### src/rtl/fcd_pkg.sv
`timescale 1ns / 1ps
`default_nettype none

package fcd_pkg;

  // pixel and register field widths
  localparam int PIXEL_BITS = 8;
  localparam int DIM_W      = 11;
  localparam int THR_W      = 8;
  localparam int PCT_W      = 7;
  localparam int AREA_W     = 2 * DIM_W;
  localparam int CFG_IDX_W  = 3;

  // register defaults and fallbacks
  localparam logic [DIM_W-1:0] RST_WIDTH     = 11'd320;
  localparam logic [DIM_W-1:0] RST_HEIGHT    = 11'd180;
  localparam logic [THR_W-1:0] DEF_THRESHOLD = 8'd24;
  localparam logic [PCT_W-1:0] DEF_PERCENT   = 7'd3;
  localparam logic [PCT_W-1:0] PCT_MAX       = 7'd100;

  // ceil division by a hundred that gives the required count
  localparam int CEIL_ADD = 99;
  localparam int PCT_DIV  = 100;

  // cycles from a register write until the required count is settled
  localparam logic [2:0] REQ_LAT = 3'd4;

  typedef enum logic [CFG_IDX_W-1:0] {
    CFG_FRAME_WIDTH     = 3'd0,
    CFG_FRAME_HEIGHT    = 3'd1,
    CFG_DIFF_THRESHOLD  = 3'd2,
    CFG_CHANGED_PERCENT = 3'd3,
    CFG_DETECT_ENABLE   = 3'd4
  } fcd_cfg_idx_t;

  // effective settings seen by the compare stage
  typedef struct packed {
    logic [THR_W-1:0] threshold;
    logic             enable;
  } fcd_cfg_t;

  // one accepted pixel with its frame context
  typedef struct packed {
    logic [PIXEL_BITS-1:0] px;
    logic                  have_prev;
    logic                  last;
  } fcd_item_t;

endpackage

`default_nettype wire

### src/rtl/fcd_cfg_regs.sv
`timescale 1ns / 1ps
`default_nettype none

module fcd_cfg_regs #(
  parameter int MAX_PIXELS = 65536
) (
  input  wire logic                           clk,
  input  wire logic                           rst_n,
  input  wire logic                           cfg_wr_en,
  input  wire logic [fcd_pkg::CFG_IDX_W-1:0]  cfg_index,
  input  wire logic [fcd_pkg::DIM_W-1:0]      cfg_wdata,
  output fcd_pkg::fcd_cfg_t                   cfg,
  output logic [$clog2(MAX_PIXELS+1)-1:0]     total,
  output logic [$clog2(MAX_PIXELS+1)-1:0]     required,
  output logic                                size_wr,
  output logic                                busy
);
  import fcd_pkg::*;

  localparam int PIX_W = $clog2(MAX_PIXELS + 1);
  localparam int X_W   = PIX_W + PCT_W;
  localparam int SH    = X_W + 1;
  localparam longint unsigned RECIP = (longint'(1) << SH) / PCT_DIV;
  localparam logic [SH-1:0] RECIP_V = SH'(RECIP);
  localparam int M_W   = X_W + SH;

  logic [DIM_W-1:0] width_r, height_r;
  logic [THR_W-1:0] thr_r;
  logic [PCT_W-1:0] pct_r;
  logic             en_r;
  logic [2:0]       busy_r;
  logic             known_wr;

  logic [DIM_W-1:0]  w_eff, h_eff;
  logic [AREA_W-1:0] area;
  logic [PCT_W-1:0]  pct_eff;
  logic [X_W-1:0]    x_nxt;
  logic [M_W-1:0]    mul;
  logic [X_W-1:0]    rem;
  logic [PIX_W-1:0]  req_nxt;

  logic [PIX_W-1:0]  total_r;
  logic [X_W-1:0]    x_r, x_d_r;
  logic [PIX_W-1:0]  q0_r;
  logic [PIX_W-1:0]  req_r;

  // decode of the write index
  always_comb begin
    known_wr = 1'b0;
    size_wr  = 1'b0;
    case (cfg_index)
      CFG_FRAME_WIDTH, CFG_FRAME_HEIGHT: begin
        known_wr = cfg_wr_en;
        size_wr  = cfg_wr_en;
      end
      CFG_DIFF_THRESHOLD, CFG_CHANGED_PERCENT, CFG_DETECT_ENABLE: begin
        known_wr = cfg_wr_en;
      end
      default: begin
        known_wr = 1'b0;
      end
    endcase
  end

  // register file
  always_ff @(posedge clk) begin
    if (!rst_n) begin
      width_r  <= RST_WIDTH;
      height_r <= RST_HEIGHT;
      thr_r    <= DEF_THRESHOLD;
      pct_r    <= DEF_PERCENT;
      en_r     <= 1'b1;
    end else if (cfg_wr_en) begin
      case (cfg_index)
        CFG_FRAME_WIDTH:     width_r  <= cfg_wdata;
        CFG_FRAME_HEIGHT:    height_r <= cfg_wdata;
        CFG_DIFF_THRESHOLD:  thr_r    <= cfg_wdata[THR_W-1:0];
        CFG_CHANGED_PERCENT: pct_r    <= cfg_wdata[PCT_W-1:0];
        CFG_DETECT_ENABLE:   en_r     <= cfg_wdata[0];
        default: begin
        end
      endcase
    end
  end

  // hold-off while the required count settles
  always_ff @(posedge clk) begin
    if (!rst_n) begin
      busy_r <= REQ_LAT;
    end else if (known_wr) begin
      busy_r <= REQ_LAT;
    end else if (busy_r != 3'd0) begin
      busy_r <= busy_r - 3'd1;
    end
  end

  // effective values with zero and range fallbacks
  always_comb begin
    w_eff   = (width_r == '0) ? DIM_W'(1) : width_r;
    h_eff   = (height_r == '0) ? DIM_W'(1) : height_r;
    area    = AREA_W'(w_eff) * AREA_W'(h_eff);
    pct_eff = (pct_r == '0 || pct_r > PCT_MAX) ? DEF_PERCENT : pct_r;
    x_nxt   = X_W'(total_r) * X_W'(pct_eff) + X_W'(CEIL_ADD);
    mul     = M_W'(x_r) * M_W'(RECIP_V);
    rem     = x_d_r - X_W'(q0_r) * X_W'(PCT_DIV);
    req_nxt = (rem >= X_W'(PCT_DIV)) ? q0_r + PIX_W'(1) : q0_r;
  end

  // required count: area, scaled sum, reciprocal estimate, correction
  always_ff @(posedge clk) begin
    total_r <= (area > AREA_W'(MAX_PIXELS)) ? PIX_W'(MAX_PIXELS) : PIX_W'(area);
    x_r     <= x_nxt;
    x_d_r   <= x_r;
    q0_r    <= PIX_W'(mul >> SH);
    req_r   <= req_nxt;
  end

  assign cfg.threshold = (thr_r == '0) ? DEF_THRESHOLD : thr_r;
  assign cfg.enable    = en_r;
  assign total         = total_r;
  assign required      = req_r;
  assign busy          = (busy_r != 3'd0);

endmodule

`default_nettype wire

### config.mk
export PLATFORM = sky130hd
export DESIGN_NAME = fcd_cfg_regs
export DESIGN_NICKNAME = d
export VERILOG_FILES = /design/src/rtl/fcd_pkg.sv /design/src/rtl/fcd_cfg_regs.sv
export SDC_FILE = /design/constraint.sdc
export NUM_CORES = 1
export LEC_CHECK = 0
export ABC_AREA = 1
export ABC_CLOCK_PERIOD_IN_PS = 12000
export BUFFER_PORTS_ARGS = -buffer_cell sky130_fd_sc_hd__buf_2
export CAP_MARGIN = 5
export CORE_ASPECT_RATIO = 1.25
export CORE_MARGIN = 4
export CORE_UTILIZATION = 55
export CTS_CLUSTER_DIAMETER = 60
export DETAILED_ROUTE_END_ITERATION = 6
export PLACE_DENSITY = 0.79
export SKIP_CTS_REPAIR_TIMING = 1
export SLEW_MARGIN = 25
export SYNTH_ARGS = -nofsm -noshare
export SYNTH_HDL_FRONTEND = slang
export SYNTH_SLANG_ARGS = --single-unit
export TNS_END_PERCENT = 1
### constraint.sdc
create_clock -name clk -period 12 [get_ports clk]
set_input_delay 1.2 -clock clk [delete_from_list [all_inputs] [get_ports clk]]
set_output_delay 1.2 -clock clk [all_outputs]
set_load 0.05 [all_outputs]
==> results of run 1 <==
critical path, stage by stage, from the launching register on:
cell and delay, ns:
dfxtp_1 0.66, inv_1 0.09, ha_1 0.36, fa_1 0.54, inv_1 0.06, fa_1 0.51, inv_1 0.06, fa_1 0.47
fa_1 0.54, inv_1 0.06, fa_1 0.50, ha_1 0.42, nand2_1 0.11, nor2_1 0.09, inv_1 0.08, nor4_1 0.76
nand4_1 0.22, nand3_1 0.31, xor2_1 0.16
final cells by class:
cell class / count / area [um2] / share of cell area (%)
timing repair buffer: 61 / 305 / 1.23
tap: 559 / 699 / 2.81
sequential: 138 / 2760 / 11.1
inverter: 724 / 2720 / 10.9
clock inverter: 9 / 113 / 0.453
clock buffer: 22 / 484 / 1.95
multi-input combinational: 2045 / 17800 / 71.5
synth_stat cells, drive strengths merged:
master    n
a31oi     7
fa      332
a31o      1
a21o     13
o21ai    71
xor2     63
clkbuf   43
o21bai    9
nor4      7
or2       5
and2      2
dfxtp   138
o21a      3
nand3    91
buf       6
nand2   607
nor3     12
ha      375
nand4    51
o211ai   12
clkinv    2
nand3b    8
a21oi   131
xnor2    31
inv     722
o221ai    3
a211oi    1
a21boi    5
nor2    202
o31ai     3
placed cells by master (no fill, tap or decap), types with 7 or more instances in the layout:
master	count
xor2_1	63
nand3_1	88
inv_1	719
ha_1	375
a21o_1	13
nor3_1	10
o21bai_1	9
o21ai_0	69
nand2_1	598
nor2_2	9
clkbuf_16	17
nand2_2	9
nor4_1	7
nand4_1	48
dfxtp_1	138
xnor2_1	31
buf_2	61
nor2_1	189
fa_1	332
a21oi_1	128
a31oi_1	7
o211ai_1	12
kinds of logic after synthesis:
group           synth area share [%]
compound gates                  6.24
simple gates                    17.7
xor+xnor                        3.51
flops                           11.8
buf+inv                         12.5
fa+ha+maj                       48.3
stage by stage:
step / area, um2 / utilization [%] / std cells / worst slack, ns / hold WS (ns)
CTS: 24900 / 59.0 / 3558 / 6.06 / 0.472
global route: 24900 / 59.0 / 3558 / 5.70 / 0.500
floorplan: 23500 / - / 2956 / 6.84 / 0.437
detailed placement: 24300 / 57.6 / 3527 / 6.09 / 0.462
global placement: 24300 / 57.6 / 3527 / 6.14 / 0.445
finish: 24900 / 59.0 / 3558 / 5.91 / 0.471
path summary, 6_finish.rpt:
kind              startpoint         to  slack [ns]  depth (start not counted)
setup reg to reg     x_r[22]   q0_r[15]        5.91                         18
setup / recovery     x_r[22]   q0_r[15]        5.91                         18
hold / removal     busy_r[0]  busy_r[0]        0.47                          2
hold reg to reg    busy_r[0]  busy_r[0]        0.47                          2
flip-flops by register name (all words and copies together), names as in the netlist:
name	count
en_r	1
x_d_r	22
width_r	11
height_r	11
total	17
x_r	24
thr_r	8
pct_r	7
required	17
q0_r	17
busy_r	3
layer usage:
layer / vias to the layer above / wire [um] / GRT usage (%)
li1: 9118 / - / -
met1: 9162 / 22700 / 30.4
met2: 532 / 32200 / 51.0
met3: 195 / 2060 / 3.18
met4: 0 / 3570 / 15.1
met5: - / 0 / 0
==> results.cfg, run 1 <==
[detailed_routing]
drc = 0
wl_mm = 60.5
wl_per_cell_um = 17.0
avgViaCountPerCell = 5.34
dr.pass1.iters = 7
ant_nets = 0
vias = 19000
drt_iter0_drc = 885

[floorplan]
start_util_pct = 55.7
die_w_um = 193
ioPinCount = 62
die_h_um = 239
rows = 84
core_um2 = 42100
die_area_um2 = 46100

[timing]
timing.final.max_slew_violations = 0
hold_violations = 0
finalCriticalPeriod_ns = 6.09
max_freq_mhz = 164
setup_tns_ns = 0
rsz0062_at_grt = no
relSlewSlack_pct = 40.7
worstMarginPinSlew_ns = 0.882
finalSetupViolCount = 0
clock-skew-final_ns = 0.0120
period_share_pct = 50.7

[clock_network]
clkLatencyLatePin_ns = 0.46
clk_pin_slew_ns = 0.06
cts.sinks = 138
cts_inserted_buffers = 17
clock_path_buffers = 2
ctsHtreeMaxLevel = 4
cts_tree = done
cts_root_buf = clkbuf_16

[synth]
synth_cell_types = 48
yosys-top-cells-area = fa_1 (28%), ha_1 (20%), dfxtp_1 (12%)
synth_seq_area_share_pct = 11.8
synth-seq-cells = 138
syn_inst = 2956
syn_area_um2 = 23500
yosysWarnings = 0
syn_nets = 3680
synth.largest_area_cell = fa_1
synth_top_cell_area_share_pct = 28.3
syn_avg_cell_area_um2 = 7.95

[setup_path]
critPathArrivalTime_ns = 6.47
crit_required_ns = 12.38
crit_fanout = 10
startpoint_type = flip-flop
worstSetupPathType = flip-flop to flip-flop
crit_path_end_kind = flip-flop

[global_route]
grt_pass1_wl_mm = 101
grt_max_degree = 40
grtUsageTotal_pct = 27.6
antenna_found_initial = 0
grt_pass1_vias = 20500
grt-ovfl-total = 0

[finish]
nFillCells = 3761
final_layout_size_suffix_gt1_share_pct = 4.57
finalNetCount = 3711
diodes = 0
area_growth_pct = 5.95

[placed_design]
io_buffers = 61
routabilityCongestion = 0.957
place_hpwl_mm = 51.9

[hold_path]
hp-class = flip-flop to flip-flop

[run_status]
status = finished clean

[flow_run]
maxCapViolCount = 0
Power of run 1 is left out: the tool's default activity adds up to more than one toggle a clock period on the data nets, which glitch-free logic cannot reach.
==> run 2, diff against run 1 <==
--- a/config.mk
+++ b/config.mk
@@ -6,7 +6,7 @@
 export NUM_CORES = 1
 export LEC_CHECK = 0
 export ABC_AREA = 1
-export ABC_CLOCK_PERIOD_IN_PS = 12000
+export ABC_CLOCK_PERIOD_IN_PS = 4900
 export BUFFER_PORTS_ARGS = -buffer_cell sky130_fd_sc_hd__buf_2
 export CAP_MARGIN = 5
 export CORE_ASPECT_RATIO = 1.25
@@ -14,7 +14,7 @@
 export CORE_UTILIZATION = 55
 export CTS_CLUSTER_DIAMETER = 60
 export DETAILED_ROUTE_END_ITERATION = 6
-export PLACE_DENSITY = 0.79
+export PLACE_DENSITY = 0.81
 export SKIP_CTS_REPAIR_TIMING = 1
 export SLEW_MARGIN = 25
 export SYNTH_ARGS = -nofsm -noshare
==> constraint.sdc (replaced) <==
create_clock -name clk -period 4.9 [get_ports clk]
set_input_delay 0.49 -clock clk [delete_from_list [all_inputs] [get_ports clk]]
set_output_delay 0.49 -clock clk [all_outputs]
set_load 0.05 [all_outputs]
==> run 2 against run 1 <==
The flow now finishes with violations (setup timing). Highest routed layer unchanged. Design area grew 12%. Die area unchanged. Wire length grew 3.3%. Cell count up 8.7%. Flip-flop and latch count unchanged.
==> results.cfg, run 2 (synthesis gave the netlist of run 1 again) <==
[timing]
finalCriticalPeriod_ns = 5.22
worstMarginPinSlew_ns = 0.704
max_freq_mhz = 191
finalSetupViolCount = 47
relSlewSlack_pct = 53.0
worst_slack_ns = -0.324
period_share_pct = 107
timing.final.max_slew_violations = 0
setup_tns_ns = -7.76
rsz0062_at_grt = yes
clock-skew-final_ns = 0.0167
hold_violations = 0

[clock_network]
ctsHtreeMaxLevel = 4
cts.sinks = 138
clk_pin_slew_ns = 0.07
cts_tree = done
clock_path_buffers = 2
clkLatencyLatePin_ns = 0.47
cts_root_buf = clkbuf_16
cts_inserted_buffers = 17

[detailed_routing]
ant_nets = 0
dr.pass1.iters = 6
wl_met1_mm = 22.9
vias = 20500
wl_met3_mm = 2.59
wl_mm = 62.5
drt_iter0_drc = 1113
maxUsedRoutingLayer = met4
drc = 0
avgViaCountPerCell = 5.29
wl_per_cell_um = 16.2
wl_met2_mm = 32.8

[setup_path]
crit_fanout = 8
startpoint_type = flip-flop
crit_path_end_kind = flip-flop
crit_required_ns = 5.30
reg2reg_depth = 19
critPathArrivalTime_ns = 5.62
worstSetupPathType = flip-flop to flip-flop

[global_route]
grt_pass1_wl_mm = 102
grt-ovfl-total = 0
grt_pass1_vias = 21500
grtUsageTotal_pct = 27.6
antenna_found_initial = 0
grt_max_degree = 40

[finish]
layout_commonest_cell = inv_1
area_growth_pct = 18.2
largest_register_ffs = 24
regMostFlops = x_r
final_layout_size_suffix_gt1_share_pct = 15.8
finalNetCount = 4021
largestRegisters = x_r x24, x_d_r x22
nFillCells = 3354
layout_common_cells = inv_1 (719), nand2_1 (592), ha_1 (364)
diodes = 0
layout.cells.non_filler = 3869

[placed_design]
pre_cts_ws_ns = -0.331
routabilityCongestion = 0.932
dp.cells = 3830
place_hpwl_mm = 51.6
io_buffers = 61

[floorplan]
die_w_um = 193
die_h_um = 239
ioPinCount = 62
rows = 84
die_area_um2 = 46100
core_um2 = 42100
start_util_pct = 55.7

[flow_run]
maxCapViolCount = 0

[run_status]
violations = setup timing
status = complete, but fails checks

[hold_path]
hp-class = primary input to flip-flop
holdPathStages = 3
-- run 2: changes by cell type in the layout (fill, tap and decap cells not counted), moves of 6 or more --
| cell | before | now |
|---|---|---|
| nor2_2 | 9 | 21 |
| a21oi_1 | 128 | 112 |
| nor2_1 | 189 | 174 |
| buf_12 | 0 | 13 |
| nand2_1 | 598 | 592 |
| ha_4 | 0 | 9 |
| a21oi_2 | 2 | 17 |
| dfxtp_1 | 138 | 129 |
| dfxtp_2 | 0 | 9 |
| buf_4 | 0 | 289 |
| ha_1 | 375 | 364 |
-- run 2: area by class of cell --
cell class / instances / area, um2 / area share (%)
clock buffer: 17 / 425 / 1.53
multi-input combinational: 2048 / 18200 / 65.5
timing repair buffer: 368 / 2790 / 10.1
clock inverter: 15 / 154 / 0.555
tap: 559 / 699 / 2.52
inverter: 724 / 2720 / 9.79
sequential: 138 / 2770 / 9.99
-- run 2: final timing paths --
kind / startpoint / end / slack, ns
hold reg to reg: busy_r[0] / busy_r[0] / 0.46
setup / recovery: x_r[17] / q0_r[16] / -0.32
setup reg to reg: x_r[17] / q0_r[16] / -0.32
hold / removal: cfg_wdata[7] / height_r[7] / 0.27
-- run 2: routing by layer --
layer	global-route usage, %	up-vias
li1	-	9766
met1	30.4	9817
met2	50.7	655
met3	3.20	231
met4	16.0	0
met5	0	-
-- run 2: critical path, cell delays in order (launching register included) --
cell	delay, ns
dfxtp_1	0.33
buf_12	0.15
ha_1	0.33
fa_1	0.49
fa_1	0.54
inv_1	0.07
fa_1	0.56
fa_1	0.44
fa_1	0.52
inv_1	0.05
ha_1	0.33
nand2_1	0.13
buf_4	0.17
nor2_1	0.13
inv_1	0.09
nor4_2	0.30
buf_4	0.18
nand3_1	0.07
nand3_2	0.14
xor2_1	0.14
-- run 2: metrics by stage --
step	hold slack [ns]	instance area, um2	util, %
2_1_floorplan	0.437	23500	-
3_5_place_dp	0.452	26700	63.4
6_report	0.267	27800	65.9
3_3_place_gp	0.447	26700	63.4
4_1_cts	0.253	27300	64.8
5_1_grt	0.267	27800	65.9
Power of run 2 is left out for the same reason.
