===== src/rtl/fcd_pkg.sv =====
`timescale 1ns / 1ps
`default_nettype none

package fcd_pkg;

  // pixel and register field widths
  localparam int PIXEL_BITS = 8;
  localparam int DIM_W      = 11;
  localparam int THR_W      = 8;
  localparam int PCT_W      = 7;
  localparam int AREA_W     = 2 * DIM_W;
  localparam int CFG_IDX_W  = 3;

  // register defaults and fallbacks
  localparam logic [DIM_W-1:0] RST_WIDTH     = 11'd320;
  localparam logic [DIM_W-1:0] RST_HEIGHT    = 11'd180;
  localparam logic [THR_W-1:0] DEF_THRESHOLD = 8'd24;
  localparam logic [PCT_W-1:0] DEF_PERCENT   = 7'd3;
  localparam logic [PCT_W-1:0] PCT_MAX       = 7'd100;

  // ceil division by a hundred that gives the required count
  localparam int CEIL_ADD = 99;
  localparam int PCT_DIV  = 100;

  // cycles from a register write until the required count is settled
  localparam logic [2:0] REQ_LAT = 3'd4;

  typedef enum logic [CFG_IDX_W-1:0] {
    CFG_FRAME_WIDTH     = 3'd0,
    CFG_FRAME_HEIGHT    = 3'd1,
    CFG_DIFF_THRESHOLD  = 3'd2,
    CFG_CHANGED_PERCENT = 3'd3,
    CFG_DETECT_ENABLE   = 3'd4
  } fcd_cfg_idx_t;

  // effective settings seen by the compare stage
  typedef struct packed {
    logic [THR_W-1:0] threshold;
    logic             enable;
  } fcd_cfg_t;

  // one accepted pixel with its frame context
  typedef struct packed {
    logic [PIXEL_BITS-1:0] px;
    logic                  have_prev;
    logic                  last;
  } fcd_item_t;

endpackage

`default_nettype wire


===== src/rtl/fcd_change_count.sv =====
`timescale 1ns / 1ps
`default_nettype none

module fcd_change_count #(
  parameter int PIX_W = 17
) (
  input  wire logic                            clk,
  input  wire logic                            rst_n,
  input  wire logic                            item_valid,
  input  wire fcd_pkg::fcd_item_t              item,
  input  wire logic [fcd_pkg::PIXEL_BITS-1:0]  old_px,
  input  wire fcd_pkg::fcd_cfg_t               cfg,
  input  wire logic [PIX_W-1:0]                required,
  input  wire logic                            clear,
  input  wire logic                            out_tready,
  output logic                                 advance,
  output logic                                 out_tvalid,
  output logic                                 out_changed,
  output logic                                 out_no_ref
);
  import fcd_pkg::*;

  logic                  s1_valid_r;
  fcd_item_t             s1_item_r;
  logic [PIX_W-1:0]      cnt_r;
  logic                  out_valid_r;
  logic                  out_changed_r;
  logic                  out_no_ref_r;

  logic [PIXEL_BITS-1:0] diff;
  logic                  hit;
  logic [PIX_W-1:0]      cnt_sum;
  logic                  finish;

  // stage only holds a frame end that finds the result register taken
  assign advance = !(s1_valid_r && s1_item_r.last && out_valid_r && !out_tready);

  // absolute difference and running count
  always_comb begin
    diff    = (s1_item_r.px >= old_px) ? s1_item_r.px - old_px : old_px - s1_item_r.px;
    hit     = s1_item_r.have_prev && (diff >= cfg.threshold);
    cnt_sum = cnt_r + PIX_W'(hit);
    finish  = s1_valid_r && advance && s1_item_r.last;
  end

  // compare stage
  always_ff @(posedge clk) begin
    if (!rst_n) begin
      s1_valid_r <= 1'b0;
    end else if (advance) begin
      s1_valid_r <= item_valid;
    end
  end

  always_ff @(posedge clk) begin
    if (item_valid) begin
      s1_item_r <= item;
    end
  end

  // changed-pixel counter
  always_ff @(posedge clk) begin
    if (!rst_n) begin
      cnt_r <= '0;
    end else if (clear) begin
      cnt_r <= '0;
    end else if (s1_valid_r && advance) begin
      cnt_r <= s1_item_r.last ? '0 : cnt_sum;
    end
  end

  // result register
  always_ff @(posedge clk) begin
    if (!rst_n) begin
      out_valid_r <= 1'b0;
    end else if (finish) begin
      out_valid_r <= 1'b1;
    end else if (out_tready) begin
      out_valid_r <= 1'b0;
    end
  end

  always_ff @(posedge clk) begin
    if (finish) begin
      out_changed_r <= !s1_item_r.have_prev || !cfg.enable || (cnt_sum >= required);
      out_no_ref_r  <= !s1_item_r.have_prev;
    end
  end

  assign out_tvalid  = out_valid_r;
  assign out_changed = out_changed_r;
  assign out_no_ref  = out_no_ref_r;

endmodule

`default_nettype wire


===== config.mk =====
export PLATFORM = sky130hd
export DESIGN_NAME = fcd_change_count
export DESIGN_NICKNAME = d
export VERILOG_FILES = /design/src/rtl/fcd_pkg.sv /design/src/rtl/fcd_change_count.sv
export SDC_FILE = /design/constraint.sdc
export NUM_CORES = 1
export LEC_CHECK = 0
export BUFFER_PORTS_ARGS = -buffer_cell sky130_fd_sc_hd__buf_2
export CAP_MARGIN = 0
export CORE_AREA = 2 2 93 95
export CTS_CLUSTER_SIZE = 12
export DETAILED_ROUTE_END_ITERATION = 12
export DIE_AREA = 0 0 95 97
export PLACE_DENSITY = 0.57
export REMOVE_ABC_BUFFERS = 1
export SLEW_MARGIN = 20
export SYNTH_ARGS = -nofsm -noshare
export SYNTH_HDL_FRONTEND = slang
export SYNTH_SLANG_ARGS = --single-unit

===== constraint.sdc =====
create_clock -name clk -period 7.8 [get_ports clk]
set_input_delay 0.78 -clock clk [delete_from_list [all_inputs] [get_ports clk]]
set_output_delay 0.78 -clock clk [all_outputs]
set_load 0.005 [all_outputs]

==> impl_metrics.toml, run 1 <==
[status]
status = "finished, final reports clean"

[global_route]
grt_pass1_wl_um = 11400
grt-ovfl-total = 0
grt_pass1_vias = 2470
grt_start_max_net_pins = 19
antenna_found_initial = 0
grt.total_usage = 0.154

[synthesis]
synth_top_area_cell = "ha_1"
netlist_instances = 322
synth_top_area_share = 0.189
synth_seq_cells = 31
synthTopCellsByArea = "ha_1 19%, dfxtp_1 14%, edfxtp_1 13%, inv_1 6.3%, a21oi_1 4.0%"
syn_avg_cell_area_um2 = 8.63
synth-edff-count = 12
synth_cell_types = 52
netlist_area_mm2 = 0.00278
ys_warn_count = 0
ys_seq_area_frac = 0.266
synth_flop_cell = "dfxtp_1"
ys_async_sr_fraction = 0

[route]
post_drt_wl_per_cell_um = 13.9
viasPerCell = 5.13
ant_nets = 0
via_count = 2441
drt_iter0_drc = 99
routed_wl_um = 6630
drc = 0
first_pass_iters = 4

[clock_tree]
post_cts_buffers = 0
cts.sinks = 31
cts_buffer_depth = 2
ctsResizeCount = 0
clockRootBuffer = "clkbuf_8"
cts_tree = "yes"
cts_hold_buf = 0
clk_latency_ps = 290
path_clk_slew_ps = 70
numCtsBuffers = 5
htree_levels = 2

[floorplan]
io_pins = 53
core_area_mm2 = 0.00813
chipWidth_um = 95
die_h_um = 97
num_rows = 33
start_util = 0.342
die_area_mm2 = 0.00922

[sta]
tightest_slew_ps = 709
period_needed_ps = 5900
drv_slew = 0
fin_crit_sh = 0.757
fmax_mhz = 169
finalSetupViolCount = 0
hold_slack_ps = 466
grt_setup_unrepaired = "false"
fin_setup_tns_ps = 0
relSlewSlack = 0.526
finalClockSkew_ps = 7.22
hold_viol = 0

[setup_path]
cp_common_cell = "ha_1"
start_kind = "primary input"
cpMaxStageDelayCell = "a211oi_2"
path_max_fanout = 9
cpPeakStageDelay_ps = 630
crit_path_end_kind = "flip-flop"
setup.worst_path.class = "in -> reg"
critPathArrivalTime_ps = 5940
cp.required_ps = 7840
crit_chain = "buf_2, inv_1, ha_1, a21oi_1, a31oi_1, a211oi_2, mux2_2, ha_1, a21o_1, a211oi_1, o21ai_0, o211a_1, ha_1, ha_1, nand2_1, nor4_4, nand3_1, xnor2_1, ha_1, nand3_1, nor2_1, a221o_1, a31oi_1, o21ai_0"

[finish]
final_nets = 463
n_antenna_cell = 0
fill_cells = 823
drive_above_1_share = 0.186
final_area_mm2 = 0.00323
area_delta_synth_final_pct = 16.2

[hold_path]
hold_path_class = "reg -> reg"

[job]
drv_cap = 0

[placed_design]
hpwl_um = 5330
gp_congestion = 0.842
io_buffers = 52
post_dp_cell_area_mm2 = 0.00312

[power_and_ir_drop]
powerDensity_mw_per_mm2 = 142
vdd_ir_drop_max_mv = 0.0647
power_uw = 459
leakagePower_uw = 0.00157
power by group:
group          switching [uW]  internal (uW)
Sequential               5.45            174
Clock                    63.9           93.4
Combinational            66.3           56.3
flip-flops by register name (all words and copies together) (netlist names):
name,flops
cnt_r,17
out_tvalid,1
s1_item_r,10
out_changed,1
out_no_ref,1
s1_valid_r,1
Yosys cell counts (7+ instances only):
master,n
a21oi_1,22
clkbuf_1,7
dfxtp_1,19
edfxtp_1,12
ha_1,42
inv_1,47
nand2_1,15
nand3_1,12
nand4_1,7
nor2_1,19
o21ai_0,18
xnor2_1,12
xor2_1,9
final timing paths:
| path | from | to | slack [ps] | cells after the start |
|---|---|---|---|---|
| worst max-delay path | old_px[3] | out_changed | 1900 | 24 |
| worst min-delay path | cnt_r[0] | cnt_r[0] | 470 | 2 |
| worst max register to register | s1_item_r[2] | out_changed | 2040 | 25 |
| worst min register to register | cnt_r[0] | cnt_r[0] | 470 | 2 |
worst max-delay path, delay by kind of cell:
| kind | cells | cell delay, ps |
|---|---|---|
| and+or+nand+nor | 5 | 870 |
| buffers and inverters | 2 | 130 |
| AOI/OAI and AO/OA | 10 | 2050 |
| adders and majority gates | 5 | 1470 |
| xor gates and xnor gates | 1 | 220 |
| muxes | 1 | 420 |
metrics by stage:
step                      setup WS, ps  utilization  cells
final                             1900        0.397    476
after CTS                         1910        0.397    476
after floorplan                   2230            -    310
after global placement            1640        0.384    468
after global routing              1510        0.397    476
after detailed placement          1630        0.384    468
cells by family (layout without fill, tap and decap cells):
| family | Yosys count | in the layout | synth area share |
|---|---|---|---|
| and+or+nand+nor | 81 | 81 | 0.172 |
| AOI/OAI and AO/OA | 79 | 79 | 0.183 |
| buffers and inverters | 59 | 108 | 0.0837 |
| adders and majority gates | 44 | 44 | 0.203 |
| DFF | 31 | 31 | 0.266 |
| xor gates and xnor gates | 21 | 21 | 0.0662 |
| muxes | 7 | 7 | 0.0257 |
cell usage in the layout, fill, tap and decap left out, types with 4 or more instances in the layout:
cell	synthesis	final
xnor2_1	12	12
o21ai_0	18	18
a21o_1	6	6
inv_1	47	47
or3_1	4	4
ha_1	42	42
nand4_1	7	7
edfxtp_1	12	12
mux2i_1	6	6
a31oi_1	6	6
a211oi_1	5	5
nor2_1	19	19
nand2_1	15	15
buf_2	2	52
nor3_1	4	4
nand3_1	12	12
xor2_1	9	9
a21oi_1	22	22
clkbuf_8	0	5
dfxtp_1	19	19
layout make-up:
type / count / area [um2] / share of cell area
Tap cell: 105 / 131 / 0.0407
Clock buffer: 5 / 68.8 / 0.0213
Clock inverter: 3 / 38.8 / 0.0120
Inverter: 47 / 176 / 0.0546
Timing Repair Buffer: 53 / 268 / 0.0829
Sequential cell: 31 / 741 / 0.229
Multi-Input combinational cell: 232 / 1810 / 0.559
layer usage:
layer  share of wire  up-vias  GRT usage
met4           0.014        0     0.0412
met5               0        -          0
li1                -     1237          -
met2            0.49       63      0.266
met1            0.46     1129      0.195
met3           0.040       12     0.0288
(Power assumes the default switching activity.)
==> run 2, diff against run 1 <==
==> constraint.sdc (replaced) <==
create_clock -name clk -period 5.8 [get_ports clk]
set_input_delay 0.58 -clock clk [delete_from_list [all_inputs] [get_ports clk]]
set_output_delay 0.58 -clock clk [all_outputs]
set_load 0.005 [all_outputs]
==> impl_metrics.toml, run 2 (synthesized netlist as in run 1, its figures left out) <==
[route]
viasPerCell = 5.00
drc = 0
post_drt_wl_per_cell_um = 13.3
ant_nets = 0
drt_iter0_drc = 109
first_pass_iters = 4
routed_wl_um = 6390
via_count = 2395

[finish]
layout_commonest_cell = "buf_2"
final_cell_mix = "52 x buf_2, 47 x inv_1, 42 x ha_1"
largest_reg_flops = 17
area_delta_synth_final_pct = 17.0
top_regs = "cnt_r x17, s1_item_r x10"
final_nets = 466
final_area_mm2 = 0.00325
n_antenna_cell = 0
drive_above_1_share = 0.193
largest-register = "cnt_r"

[clock_tree]
path_clk_slew_ps = 60
cts.sinks = 31
ctsResizeCount = 0
numCtsBuffers = 5
cts_hold_buf = 0
clockRootBuffer = "clkbuf_8"
cts_tree = "yes"
cts_buffer_depth = 2
clk_latency_ps = 280
htree_levels = 2
post_cts_buffers = 0

[setup_path]
start_kind = "flip-flop"
setup.worst_path.class = "reg -> reg"
critPathArrivalTime_ps = 5300
cpMaxStageDelayCell = "edfxtp_1"
rr_startpoint = "s1_item_r[2]"
crit_path_start = "s1_item_r[2]"
path_max_fanout = 7
cpPeakStageDelay_ps = 400
crit_path_end_kind = "flip-flop"
cp.required_ps = 5830
path_buf_inv = 3
cp_common_cell = "ha_1"
critPathTopFamily = "adder cells"

[global_route]
grt-ovfl-total = 0
grt_start_max_net_pins = 19
grt.total_usage = 0.153
grt_pass1_vias = 2434
grt_pass1_wl_um = 11300
antenna_found_initial = 0

[placed_design]
gp_congestion = 0.916
post_dp_cell_area_mm2 = 0.00315
hpwl_um = 5150
io_buffers = 52

[floorplan]
die_h_um = 97
num_rows = 33
die_area_mm2 = 0.00922
core_area_mm2 = 0.00813
io_pins = 53
start_util = 0.342
chipWidth_um = 95

[sta]
grt_setup_unrepaired = "false"
drv_slew = 0
fin_crit_sh = 0.910
finalSetupViolCount = 0
finalClockSkew_ps = 5.14
fmax_mhz = 190
fin_setup_tns_ps = 0
tightest_slew_ps = 701
relSlewSlack = 0.533
hold_viol = 0
period_needed_ps = 5280

[power_and_ir_drop]
powerDensity_mw_per_mm2 = 188
vdd_ir_drop_max_mv = 0.138
leakagePower_uw = 0.00158

[job]
drv_cap = 0

[hold_path]
hold_path_class = "reg -> reg"
hold_start = "cnt_r[0]"

[status]
status = "finished, final reports clean"
==> run 2: changes by cell type in the layout (fill, tap and decap cells not counted), sizes merged <==
cell,delta
buf,+3
==> run 2: layout make-up <==
class                      count  area [um2]
clock buffer                   5        68.8
clock inverter                 3        38.8
fill                         835        4880
inverter                      47         176
multi-input combinational    232        1810
sequential                    31         741
tap                          105         131
timing repair buffer          56         290
==> run 2: metal layers <==
metal	routed length (um)	up-vias	global-route usage	part of all wire
li1	-	1244	-	-
met1	2960	1060	0.209	0.46
met2	2990	83	0.248	0.47
met3	355	8	0.0241	0.056
met4	83	0	0.0390	0.013
met5	0	-	0	0
==> run 2: power by group <==
group	internal [uW]	switching, uW
combinational	77.1	87.7
clock	126	80.5
sequential	234	7.16
total	437	175
==> run 2: path summary, 6_finish.rpt <==
path	to	slack (ps)	cells after the start
setup / recovery	out_changed	520	26
hold / removal	cnt_r[0]	460	2
setup reg to reg	out_changed	520	26
hold reg to reg	cnt_r[0]	460	2
==> run 2: metrics by stage <==
step	power, uW	hold slack [ps]	cells	setup WS [ps]	utilization
6_report	612	458	479	523	0.400
2_1_floorplan	357	436	310	431	-
3_5_place_dp	410	452	471	332	0.387
4_1_cts	620	462	479	508	0.400
3_3_place_gp	411	453	471	400	0.387
5_1_grt	655	462	479	105	0.400
==> run 2: worst min-delay path, cell delays in order (launching register included) <==
cell and delay, ps:
dfxtp_1 310, nand2_1 50, a21oi_1 50
==> run 3, diff against run 2 <==
--- a/config.mk
+++ b/config.mk
@@ -5,12 +5,13 @@
 export SDC_FILE = /design/constraint.sdc
 export NUM_CORES = 1
 export LEC_CHECK = 0
+export ABC_AREA = 1
 export BUFFER_PORTS_ARGS = -buffer_cell sky130_fd_sc_hd__buf_2
 export CAP_MARGIN = 0
-export CORE_AREA = 2 2 93 95
+export CORE_AREA = 2 2 99 101
 export CTS_CLUSTER_SIZE = 12
 export DETAILED_ROUTE_END_ITERATION = 12
-export DIE_AREA = 0 0 95 97
+export DIE_AREA = 0 0 101 103
 export PLACE_DENSITY = 0.57
 export REMOVE_ABC_BUFFERS = 1
 export SLEW_MARGIN = 20
==> impl_metrics.toml, run 3 <==
[status]
status = "finished, final reports clean"

[clock_tree]
post_cts_buffers = 0
clk_latency_ps = 280
ctsResizeCount = 0
htree_levels = 2
numCtsBuffers = 5
cts.sinks = 31
cts_tree = "yes"
cts_hold_buf = 0
cts_buffer_depth = 2
clockRootBuffer = "clkbuf_8"
path_clk_slew_ps = 70

[finish]
n_antenna_cell = 0
final_cell_mix = "155 x nand2_1, 103 x inv_1, 52 x buf_2"
largest_reg_flops = 17
layout_commonest_cell = "nand2_1"
final_nets = 633
drive_above_1_share = 0.165
instances_no_fill = 655
top_regs = "cnt_r x17, s1_item_r x10"
largest-register = "cnt_r"
area_delta_synth_final_pct = 15.0

[placed_design]
hpwl_um = 6230
gp_congestion = 0.865
placedCellCount = 647
io_buffers = 52

[synthesis]
netlist_instances = 487
synthTopCellsByArea = "nand2_1 18%, ha_1 17%, inv_1 12%, dfxtp_1 12%, edfxtp_1 11%"
netlist_area_mm2 = 0.00317
syn_avg_cell_area_um2 = 6.51
ys_seq_area_frac = 0.234
synth_top_area_share = 0.184
synth_flop_cell = "dfxtp_1"
post-synth-top-count-cell = "nand2_1"
synthTopCellsByCount = "155 x nand2_1, 103 x inv_1, 42 x ha_1"
ys_async_sr_fraction = 0
synth_top_area_cell = "nand2_1"
synth_cell_types = 31
ys_warn_count = 0
synth-edff-count = 12
synth_seq_cells = 31

[global_route]
grt_start_max_net_pins = 19
grt_pass1_wl_um = 12600
grt_pass1_vias = 2910
grt.total_usage = 0.153
antenna_found_initial = 0
grt-ovfl-total = 0

[sta]
fin_crit_sh = 0.850
period_needed_ps = 4930
hold_slack_ps = 472
grt_setup_unrepaired = "false"
fmax_mhz = 203
tightest_slew_ps = 477
relSlewSlack = 0.681
finalClockSkew_ps = 4.79
fin_setup_tns_ps = 0
hold_viol = 0
finalSetupViolCount = 0
drv_slew = 0

[job]
drv_cap = 0

[setup_path]
crit_path_end_kind = "flip-flop"
cpPeakStageDelay_ps = 420
start_kind = "flip-flop"
path_max_fanout = 9
cp_common_cell = "nand2_1"
critPathTopFamily = "simple AND/OR/NAND/NOR gates"
path_buf_inv = 7
cpMaxStageDelayCell = "edfxtp_1"
cp.required_ps = 5960
critPathArrivalTime_ps = 5090
setup.worst_path.class = "reg -> reg"

[route]
routed_wl_um = 7440
first_pass_iters = 4
post_drt_wl_per_cell_um = 11.4
viasPerCell = 4.61
via_count = 3021
drc = 0
drt_iter0_drc = 119
ant_nets = 0

[floorplan]
io_pins = 53
chipWidth_um = 101
num_rows = 36
start_util = 0.335
die_h_um = 103
core_area_mm2 = 0.00946
die_area_mm2 = 0.0104

[power_and_ir_drop]
vdd_ir_drop_max_mv = 0.106
leakagePower_uw = 0.00205
powerDensity_mw_per_mm2 = 177

[hold_path]
hold_path_class = "in -> reg"
[run 3: changes by cell type in the layout (fill, tap and decap cells not counted), sizes merged, moves of 6 or more]
| cell | change |
|---|---|
| nand3 | +18 |
| a21oi | +12 |
| a31oi | -6 |
| inv | +61 |
| nor2 | +10 |
| nand2 | +149 |
| a211oi | -6 |
| mux2i | -6 |
| a21o | -6 |
| o21ai | -15 |
[run 3: worst paths after layout]
path	from	end	slack [ps]	cells past startpoint
worst max-delay path	s1_item_r[2]	out_changed	870	35
worst min-delay path	item[8]	s1_item_r[8]	470	1
worst max register to register	s1_item_r[2]	out_changed	870	35
worst min register to register	cnt_r[0]	cnt_r[0]	480	2
[run 3: worst reg2reg max path, delay by kind of cell, from the launching register on]
family | cells | cell delay [ps]
AND/OR/NAND/NOR | 21 | 2140
adder cells (fa/ha/maj) | 6 | 1620
buffers and inverters | 7 | 450
flip-flops | 1 | 420
AO/OA/AOI/OAI | 1 | 150
[run 3: per-stage QoR]
stage	utilization	cell area, um2	total power (uW)	setup WS (ps)
floorplan	-	3130	382	1440
global placement	0.374	3540	437	695
detailed placement	0.374	3540	441	679
CTS	0.385	3640	653	854
global route	0.385	3640	698	382
finish	0.385	3640	645	872
[run 3: layout make-up]
cell class / instances / area, um2
clock buffer: 5 / 68.8
fill: 1027 / 5810
sequential: 31 / 741
multi-input combinational: 342 / 1990
clock inverter: 3 / 38.8
tap: 114 / 143
inverter: 108 / 405
timing repair buffer: 52 / 260
[run 3: logic make-up (layout without fill, tap and decap cells)]
family | after synthesis | count (layout) | synth area share
compound gates | 40 | 40 | 0.0695
xor+xnor | 13 | 13 | 0.0454
fa+ha+maj | 44 | 44 | 0.179
buf+inv | 114 | 168 | 0.139
flops | 31 | 31 | 0.234
simple gates | 245 | 245 | 0.334
[run 3: report_power, final]
part           switching (uW)  internal [uW]  leakage [uW]  total (uW)
clock                    85.5            126     0.0000556         211
combinational             117           77.9       0.00172         195
sequential               5.04            234      0.000269         239
[run 3: routing by layer]
| layer | routed length [um] | GRT usage | vias up |
|---|---|---|---|
| met4 | 23 | 0.0281 | 0 |
| li1 | - | - | 1606 |
| met2 | 4020 | 0.310 | 52 |
| met1 | 3160 | 0.171 | 1361 |
| met3 | 232 | 0.0176 | 2 |
| met5 | 0 | 0 | - |
